$ cat src/design/cstp_ram.sv
module cstp_ram #(
    parameter int WIDTH = 8,
    parameter int DEPTH = 16
) (
    input  logic                     i_clk,
    input  logic                     i_we,
    input  logic [$clog2(DEPTH)-1:0] i_waddr,
    input  logic [WIDTH-1:0]         i_wdata,
    input  logic [$clog2(DEPTH)-1:0] i_raddr,
    output logic [WIDTH-1:0]         o_rdata
);

    logic [WIDTH-1:0] r_mem [DEPTH];

    always_ff @(posedge i_clk) begin
        if (i_we) begin
            r_mem[i_waddr] <= i_wdata;
        end
        o_rdata <= r_mem[i_raddr];
    end

endmodule

$ cat config.mk
export PLATFORM = sky130hd
export DESIGN_NAME = cstp_ram
export DESIGN_NICKNAME = d
export VERILOG_FILES = /design/src/design/cstp_ram.sv
export SDC_FILE = /design/constraint.sdc
export NUM_CORES = 1
export LEC_CHECK = 0
export BUFFER_PORTS_ARGS = -buffer_cell sky130_fd_sc_hd__buf_2
export CELL_PAD_IN_SITES_DETAIL_PLACEMENT = 0
export CELL_PAD_IN_SITES_GLOBAL_PLACEMENT = 1
export CORE_ASPECT_RATIO = 1.4
export CORE_MARGIN = 2
export CORE_UTILIZATION = 25
export DETAILED_ROUTE_END_ITERATION = 10
export PLACE_DENSITY = 0.48
export SLEW_MARGIN = 20
export SYNTH_ARGS = -nofsm -noshare
export SYNTH_HDL_FRONTEND = slang
export SYNTH_SLANG_ARGS = --single-unit
$ cat constraint.sdc
create_clock -name i_clk -period 2.4 [get_ports i_clk]
set_input_delay 0.48 -clock i_clk [delete_from_list [all_inputs] [get_ports i_clk]]
set_output_delay 0.48 -clock i_clk [all_outputs]
set_load 0.05 [all_outputs]
==> results of run 1 <==
==> worst max-delay path, delay by kind of cell <==
| family | cells | cell delay [ns] |
|---|---|---|
| buffers and inverters | 3 | 0.59 |
| multiplexers | 1 | 0.52 |
| AND/OR/NAND/NOR | 1 | 0.09 |
| AO/OA/AOI/OAI | 1 | 0.27 |
==> power by group <==
part	internal [W]	switching (W)
Sequential	0.00266	0.0000167
Clock	0.00153	0.000975
Combinational	0.000113	0.000201
Total	0.00430	0.00119
==> layout make-up <==
type	count	area, µm²	area share
clock buffers	18	429.2	0.06826
clock inverters	14	148.9	0.02368
multi-input cells	83	1057	0.1682
flip-flops and latches	136	4004	0.6368
well taps	256	320.3	0.05095
repair buffers	47	327.8	0.05214
==> layer usage <==
metal	global-route usage	vias to the layer above	part of all wire
met1	0.1279	1263	0.41
met5	0	-	0
li1	-	1085	-
met4	0.04491	0	0.013
met3	0.03117	12	0.045
met2	0.1898	56	0.53
==> per-stage QoR <==
step           total power (W)  cells  utilization  setup slack, ns
6_report              0.005495    554       0.3093           0.7374
5_1_grt               0.005665    554       0.3093           0.6128
4_1_cts               0.005563    554       0.3093           0.6508
3_5_place_dp          0.003046    522       0.2809           0.2010
3_3_place_gp          0.003044    522       0.2809           0.2021
2_1_floorplan         0.002907    229            -           0.4271
==> kinds of logic after synthesis <==
group	Yosys count	share of synthesized area
AO/OA/AOI/OAI	16	0.02334
buffers and inverters	10	0.01677
flip-flops	136	0.7778
multiplexers	32	0.1502
AND/OR/NAND/NOR	35	0.03184
==> sequential cells by signal (all words and copies together) (netlist names) <==
signal / cells
o_rdata: 8
r_mem: 128
==> cell usage after synthesis (2+ instances only) <==
cell	count	area share
a22oi_1	16	0.023
buf_2	3	0.0029
buf_6	3	0.0066
clkdlybuf4s25_2	3	0.0058
dfxtp_1	8	0.031
edfxtp_1	128	0.75
mux4_1	14	0.071
mux4_2	18	0.079
nand2_1	9	0.0066
nand2b_1	2	0.0024
nand3b_1	2	0.0029
nor2_1	13	0.0095
nor3_1	4	0.0039
==> worst max-delay path by stage <==
stage | slack [ns] | to | start | cells past startpoint
final | 0.74 | o_rdata[5]$_DFF_P_ | i_raddr[0] | 6
after global routing | 0.61 | o_rdata[5]$_DFF_P_ | i_raddr[0] | 6
after CTS | 0.65 | o_rdata[5]$_DFF_P_ | i_raddr[0] | 6
after detailed placement | 0.20 | o_rdata[5]$_DFF_P_ | i_raddr[0] | 6
after global placement | 0.20 | o_rdata[5]$_DFF_P_ | i_raddr[0] | 6
after floorplan | 0.43 | r_mem[0][0]$_DFFE_PP_ | i_waddr[2] | 2
==> flow_summary_export.csv, run 1 <==
group,metric,value,unit
global_route,grt_overflow_total,0,
cts,cts_buffer_depth,2,
timing,fin_crit_sh,0.6928,
final_layout,n_fill_cell,2000,
synthesis,syn_nets,247,
cts,cts_tree,"done",
power_and_ir_drop,irDropWorstVdd,0.0004828,V
timing,final_hold_viol_count,0,
synthesis,synth_cell_types,19,
flow_run,maxCapViolations,0,
final_layout,synthToLayoutAreaGrowth,22.14,%
route,vias,2416,
die,die_h,173.8,µm
cts,insertion_delay,0.41,ns
die,die_w,125.3,µm
cts,cts_setup_buffers,0,
synthesis,synth-edff-count,128,
die,initial_utilization,0.2533,
worst_setup_path,regToRegStartpoint,"r_mem[11][7]$_DFFE_PP_",
cts,htreeDepth,4,
global_route,grt_pass1_vias,2621,
cts,cts-root-buf,"clkbuf_16",
timing,slew_headroom,0.7003,
global_route,grt_pass1_wl,16.88,mm
synthesis,syn_area,0.005147,mm²
worst_setup_path,worstPathMaxFanout,14,
worst_hold_path,hold_start,"i_wdata[7]",
worst_setup_path,worstPathCellList,"buf_2, buf_12, buf_4, mux4_2, a22oi_1, nand2_1",
final_layout,drive_gt1_frac,0.3221,
final_layout,n_antenna_cell,0,
worst_setup_path,reg2reg_slack,0.96,ns
cts,holdBufCountCts,0,
route,drt_first_pass_iters,4,
cts,cts_buffers,17,
timing,min_period,1.663,ns
final_layout,final_cell_mix,"edfxtp_1, buf_2, buf_4",
synthesis,ys_seq_area_frac,0.7778,
worst_setup_path,cpPeakStageDelay,0.52,ns
global_route,antenna_found_initial,0,
worst_hold_path,hp-class,"in -> reg",
synthesis,yosys_warnings,0,
final_layout,layout_commonest_cell,"edfxtp_1",
power_and_ir_drop,power_density,874.0,mW/mm²
worst_hold_path,whs_path_depth,1,
final_layout,nets,303,
worst_hold_path,hold_end,"r_mem[7][7]$_DFFE_PP_",
timing,fmax,601.5,MHz
cts,cts.clk_slew.worst_paths,0.06,ns
global_route,grt_usage,0.1098,
worst_setup_path,critPathLaunchType,"input pin",
worst_setup_path,critical_path_class,"in -> reg",
global_route,grt_max_degree,31,
placement,hpwlAfterDp,7.412,mm
route,drt-initial-drc-count,159,
timing,skew,0.008991,ns
route,drc,0,
die,fp-row-count,62,
route,ant_nets,0,
synthesis,ys.flop_type,"edfxtp_1",
worst_setup_path,r2r_end,"o_rdata[7]$_DFF_P_",
worst_setup_path,end_kind,"flip-flop",
timing,slew_viol_final,0,
placement,port-buffer-count,25,
timing,setup_viol,0,
placement,placed_area,0.005709,mm²
timing,tightest_slew,0.4496,ns
worst_setup_path,worst-endpoint-arrival,1.95,ns
final_layout,stdcell_area,0.006287,mm²
route,vias_per_cell,4.361,
worst_setup_path,reg2reg_depth,3,
cts,cts_resized,0,
placement,gp_congestion,0.7073,
cts,clock-sinks,136,
die,core_area,0.02032,mm²
worst_setup_path,critPathRequiredTime,2.69,ns
status,run_status,"complete, no violations",
timing,rsz0062_at_grt,"no",
worst_setup_path,critPathSlowestCell,"mux4_2",
timing,hold_slack,0.4638,ns
synthesis,syn_area_per_cell,22.48,µm²
route,drt_wl_total,11.38,mm
timing,fin_tns_setup,0,ns
die,top_level_ports,26,
synthesis,ys_seq_elements,136,
synthesis,async_flop_share,0,
route,wl_per_cell,20.54,µm
die,die_area,0.02177,mm²
synthesis,syn_inst,229,
power_and_ir_drop,p_leak,2.098,nW
(Power assumes the default switching activity.)
==> inputs of run 2 (changes only) <==
==> constraint.sdc (replaced) <==
create_clock -name i_clk -period 1.6 [get_ports i_clk]
set_input_delay 0.32 -clock i_clk [delete_from_list [all_inputs] [get_ports i_clk]]
set_output_delay 0.32 -clock i_clk [all_outputs]
set_load 0.05 [all_outputs]
==> run 2 against run 1 <==
  * Global-route usage grew 0.35 points
  * Critical path depth shrank 5
  * Die area is the same
  * Utilization grew 0.57 points
  * Register-to-register slack lost 0.73 ns
  * Hold slack lost 0.16 ns
  * Largest cell class unchanged
  * Highest routed layer unchanged
==> flow_summary_export.csv, run 2 (synthesized netlist as in run 1, its figures left out) <==
group,metric,value,unit
timing,tightest_slew,0.8722,ns
placement,gp_congestion,0.6761,
worst_setup_path,worstPathMaxFanout,1,
timing,fmax,707.8,MHz
power_and_ir_drop,p_clk_frac,0.462,
cts,insertion_delay,0.41,ns
global_route,grt_max_degree,21,
route,vias_per_cell,4.476,
worst_setup_path,end_kind,"output port",
final_layout,synthToLayoutAreaGrowth,24.40,%
cts,cts.clk_slew.worst_paths,0.07,ns
worst_setup_path,reg2reg_depth,3,
worst_hold_path,hp-class,"in -> reg",
worst_setup_path,critPathLaunchType,"flip-flop",
cts,clock-sinks,136,
route,drt_first_pass_iters,4,
timing,setup_viol,0,
power_and_ir_drop,irDropWorstVdd,0.0006749,V
cts,cts_resized,0,
power_and_ir_drop,combinationalPowerShare,0.058,
final_layout,final_cell_mix,"edfxtp_1, buf_2, buf_4",
worst_hold_path,hold_start,"i_wdata[3]",
final_layout,n_antenna_cell,0,
global_route,grt_overflow_total,0,
power_and_ir_drop,p_int,0.006493,W
final_layout,largest_reg_flops,128,
timing,rsz0062_at_grt,"no",
cts,cts-root-buf,"clkbuf_16",
die,top_level_ports,26,
route,ant_nets,0,
power_and_ir_drop,power_density,1305,mW/mm²
worst_setup_path,regToRegStartpoint,"r_mem[6][2]$_DFFE_PP_",
timing,skew,0.006515,ns
worst_setup_path,path_buf_inv,1,
die,initial_utilization,0.2533,
cts,htreeDepth,4,
placement,port-buffer-count,25,
global_route,antenna_found_initial,0,
power_and_ir_drop,p_leak,2.144,nW
timing,slew_headroom,0.4164,
power_and_ir_drop,power_switching,0.001865,W
final_layout,layout_commonest_cell,"edfxtp_1",
timing,final_hold_viol_count,0,
final_layout,nets,308,
global_route,grt_usage,0.1132,
final_layout,reg_top3,"r_mem: 128 flops, o_rdata: 8 flops",
worst_hold_path,hold_end,"r_mem[8][3]$_DFFE_PP_",
route,wl_per_cell,20.84,µm
status,run_status,"complete, no violations",
worst_setup_path,path_delay_family,"flip-flops",
cts,cts_buffer_depth,2,
worst_setup_path,cpPeakStageDelay,0.39,ns
route,drt-initial-drc-count,194,
flow_run,maxCapViolations,0,
route,vias,2502,
power_and_ir_drop,total_power,0.008358,W
route,met1_length,4.967,mm
worst_setup_path,worstPathCellList,"buf_2",
die,fp-row-count,62,
timing,hold_slack,0.3021,ns
route,drt_wl_total,11.65,mm
route,drc,0,
worst_setup_path,critPathRequiredTime,1.28,ns
worst_setup_path,critPathSlowestCell,"dfxtp_1",
worst_setup_path,worst-endpoint-arrival,1.09,ns
placement,hpwlAfterDp,7.827,mm
final_layout,drive_gt1_frac,0.3399,
worst_setup_path,reg2reg_slack,0.23,ns
final_layout,regMostFlops,"r_mem",
timing,fin_crit_sh,0.8830,
timing,slew_viol_final,0,
power_and_ir_drop,seqPwrFrac,0.480,
global_route,grt_pass1_vias,2679,
cts,cts_tree,"done",
cts,cts_buffers,17,
route,wl_met3,350,µm
die,die_h,173.8,µm
die,core_area,0.02032,mm²
timing,min_period,1.413,ns
cts,holdBufCountCts,0,
power_and_ir_drop,swShare,0.2231,
die,die_area,0.02177,mm²
die,die_w,125.3,µm
final_layout,n_fill_cell,1968,
cts,cts_setup_buffers,0,
worst_hold_path,whs_path_depth,1,
route,top_layer_used,"met4",
worst_setup_path,critical_path_class,"reg -> out",
worst_setup_path,r2r_end,"o_rdata[2]$_DFF_P_",
global_route,grt_pass1_wl,17.64,mm
route,dr_wl_met2,6.201,mm
-- run 2: cell type report --
| class | instances | area, µm² | share of cell area |
|---|---|---|---|
| tap | 256 | 320.3 | 0.05002 |
| multi-input combinational | 83 | 1062 | 0.1659 |
| clock buffer | 18 | 429.2 | 0.06702 |
| clock inverter | 14 | 160.2 | 0.02501 |
| sequential | 136 | 4004 | 0.6252 |
| timing repair buffer | 52 | 427.9 | 0.06682 |
-- run 2: power groups by stage --
stage | sequential (W) | combinational (W) | clock (W)
2_1_floorplan | 0.00416 | 0.000202 | 0
3_3_place_gp | 0.00408 | 0.000493 | 0
3_5_place_dp | 0.00409 | 0.000499 | 0
4_1_cts | 0.00401 | 0.000500 | 0.00397
5_1_grt | 0.00401 | 0.000525 | 0.00411
6_report | 0.00401 | 0.000488 | 0.00386
-- run 2: worst max-delay path by stage --
stage / from / end / slack [ns] / cells after the start
finish: o_rdata[6]$_DFF_P_ / o_rdata[6] / 0.19 / 1
global route: o_rdata[6]$_DFF_P_ / o_rdata[6] / 0.13 / 1
CTS: o_rdata[6]$_DFF_P_ / o_rdata[6] / 0.14 / 1
detailed placement: i_raddr[0] / o_rdata[2]$_DFF_P_ / -0.20 / 5
global placement: i_raddr[0] / o_rdata[2]$_DFF_P_ / -0.23 / 5
floorplan: i_waddr[2] / r_mem[3][0]$_DFFE_PP_ / 0.01 / 2
-- run 2: routing by layer --
metal | GRT usage | vias up
met5 | 0 | -
met4 | 0.04028 | 0
met3 | 0.02901 | 7
met2 | 0.1963 | 49
met1 | 0.1361 | 1350
li1 | - | 1096
-- run 2: stage by stage --
| stage | cell area [µm²] | setup WS [ns] | TNS, ns | std cells | util |
|---|---|---|---|---|---|
| 6_report | 6404 | 0.1873 | 0 | 559 | 0.3151 |
| 5_1_grt | 6404 | 0.1284 | 0 | 559 | 0.3151 |
| 3_5_place_dp | 5814 | -0.2005 | -1.293 | 527 | 0.2861 |
| 3_3_place_gp | 5814 | -0.2321 | -1.222 | 527 | 0.2861 |
| 4_1_cts | 6404 | 0.1444 | 0 | 559 | 0.3151 |
| 2_1_floorplan | 5152 | 0.01385 | 0 | 229 | - |
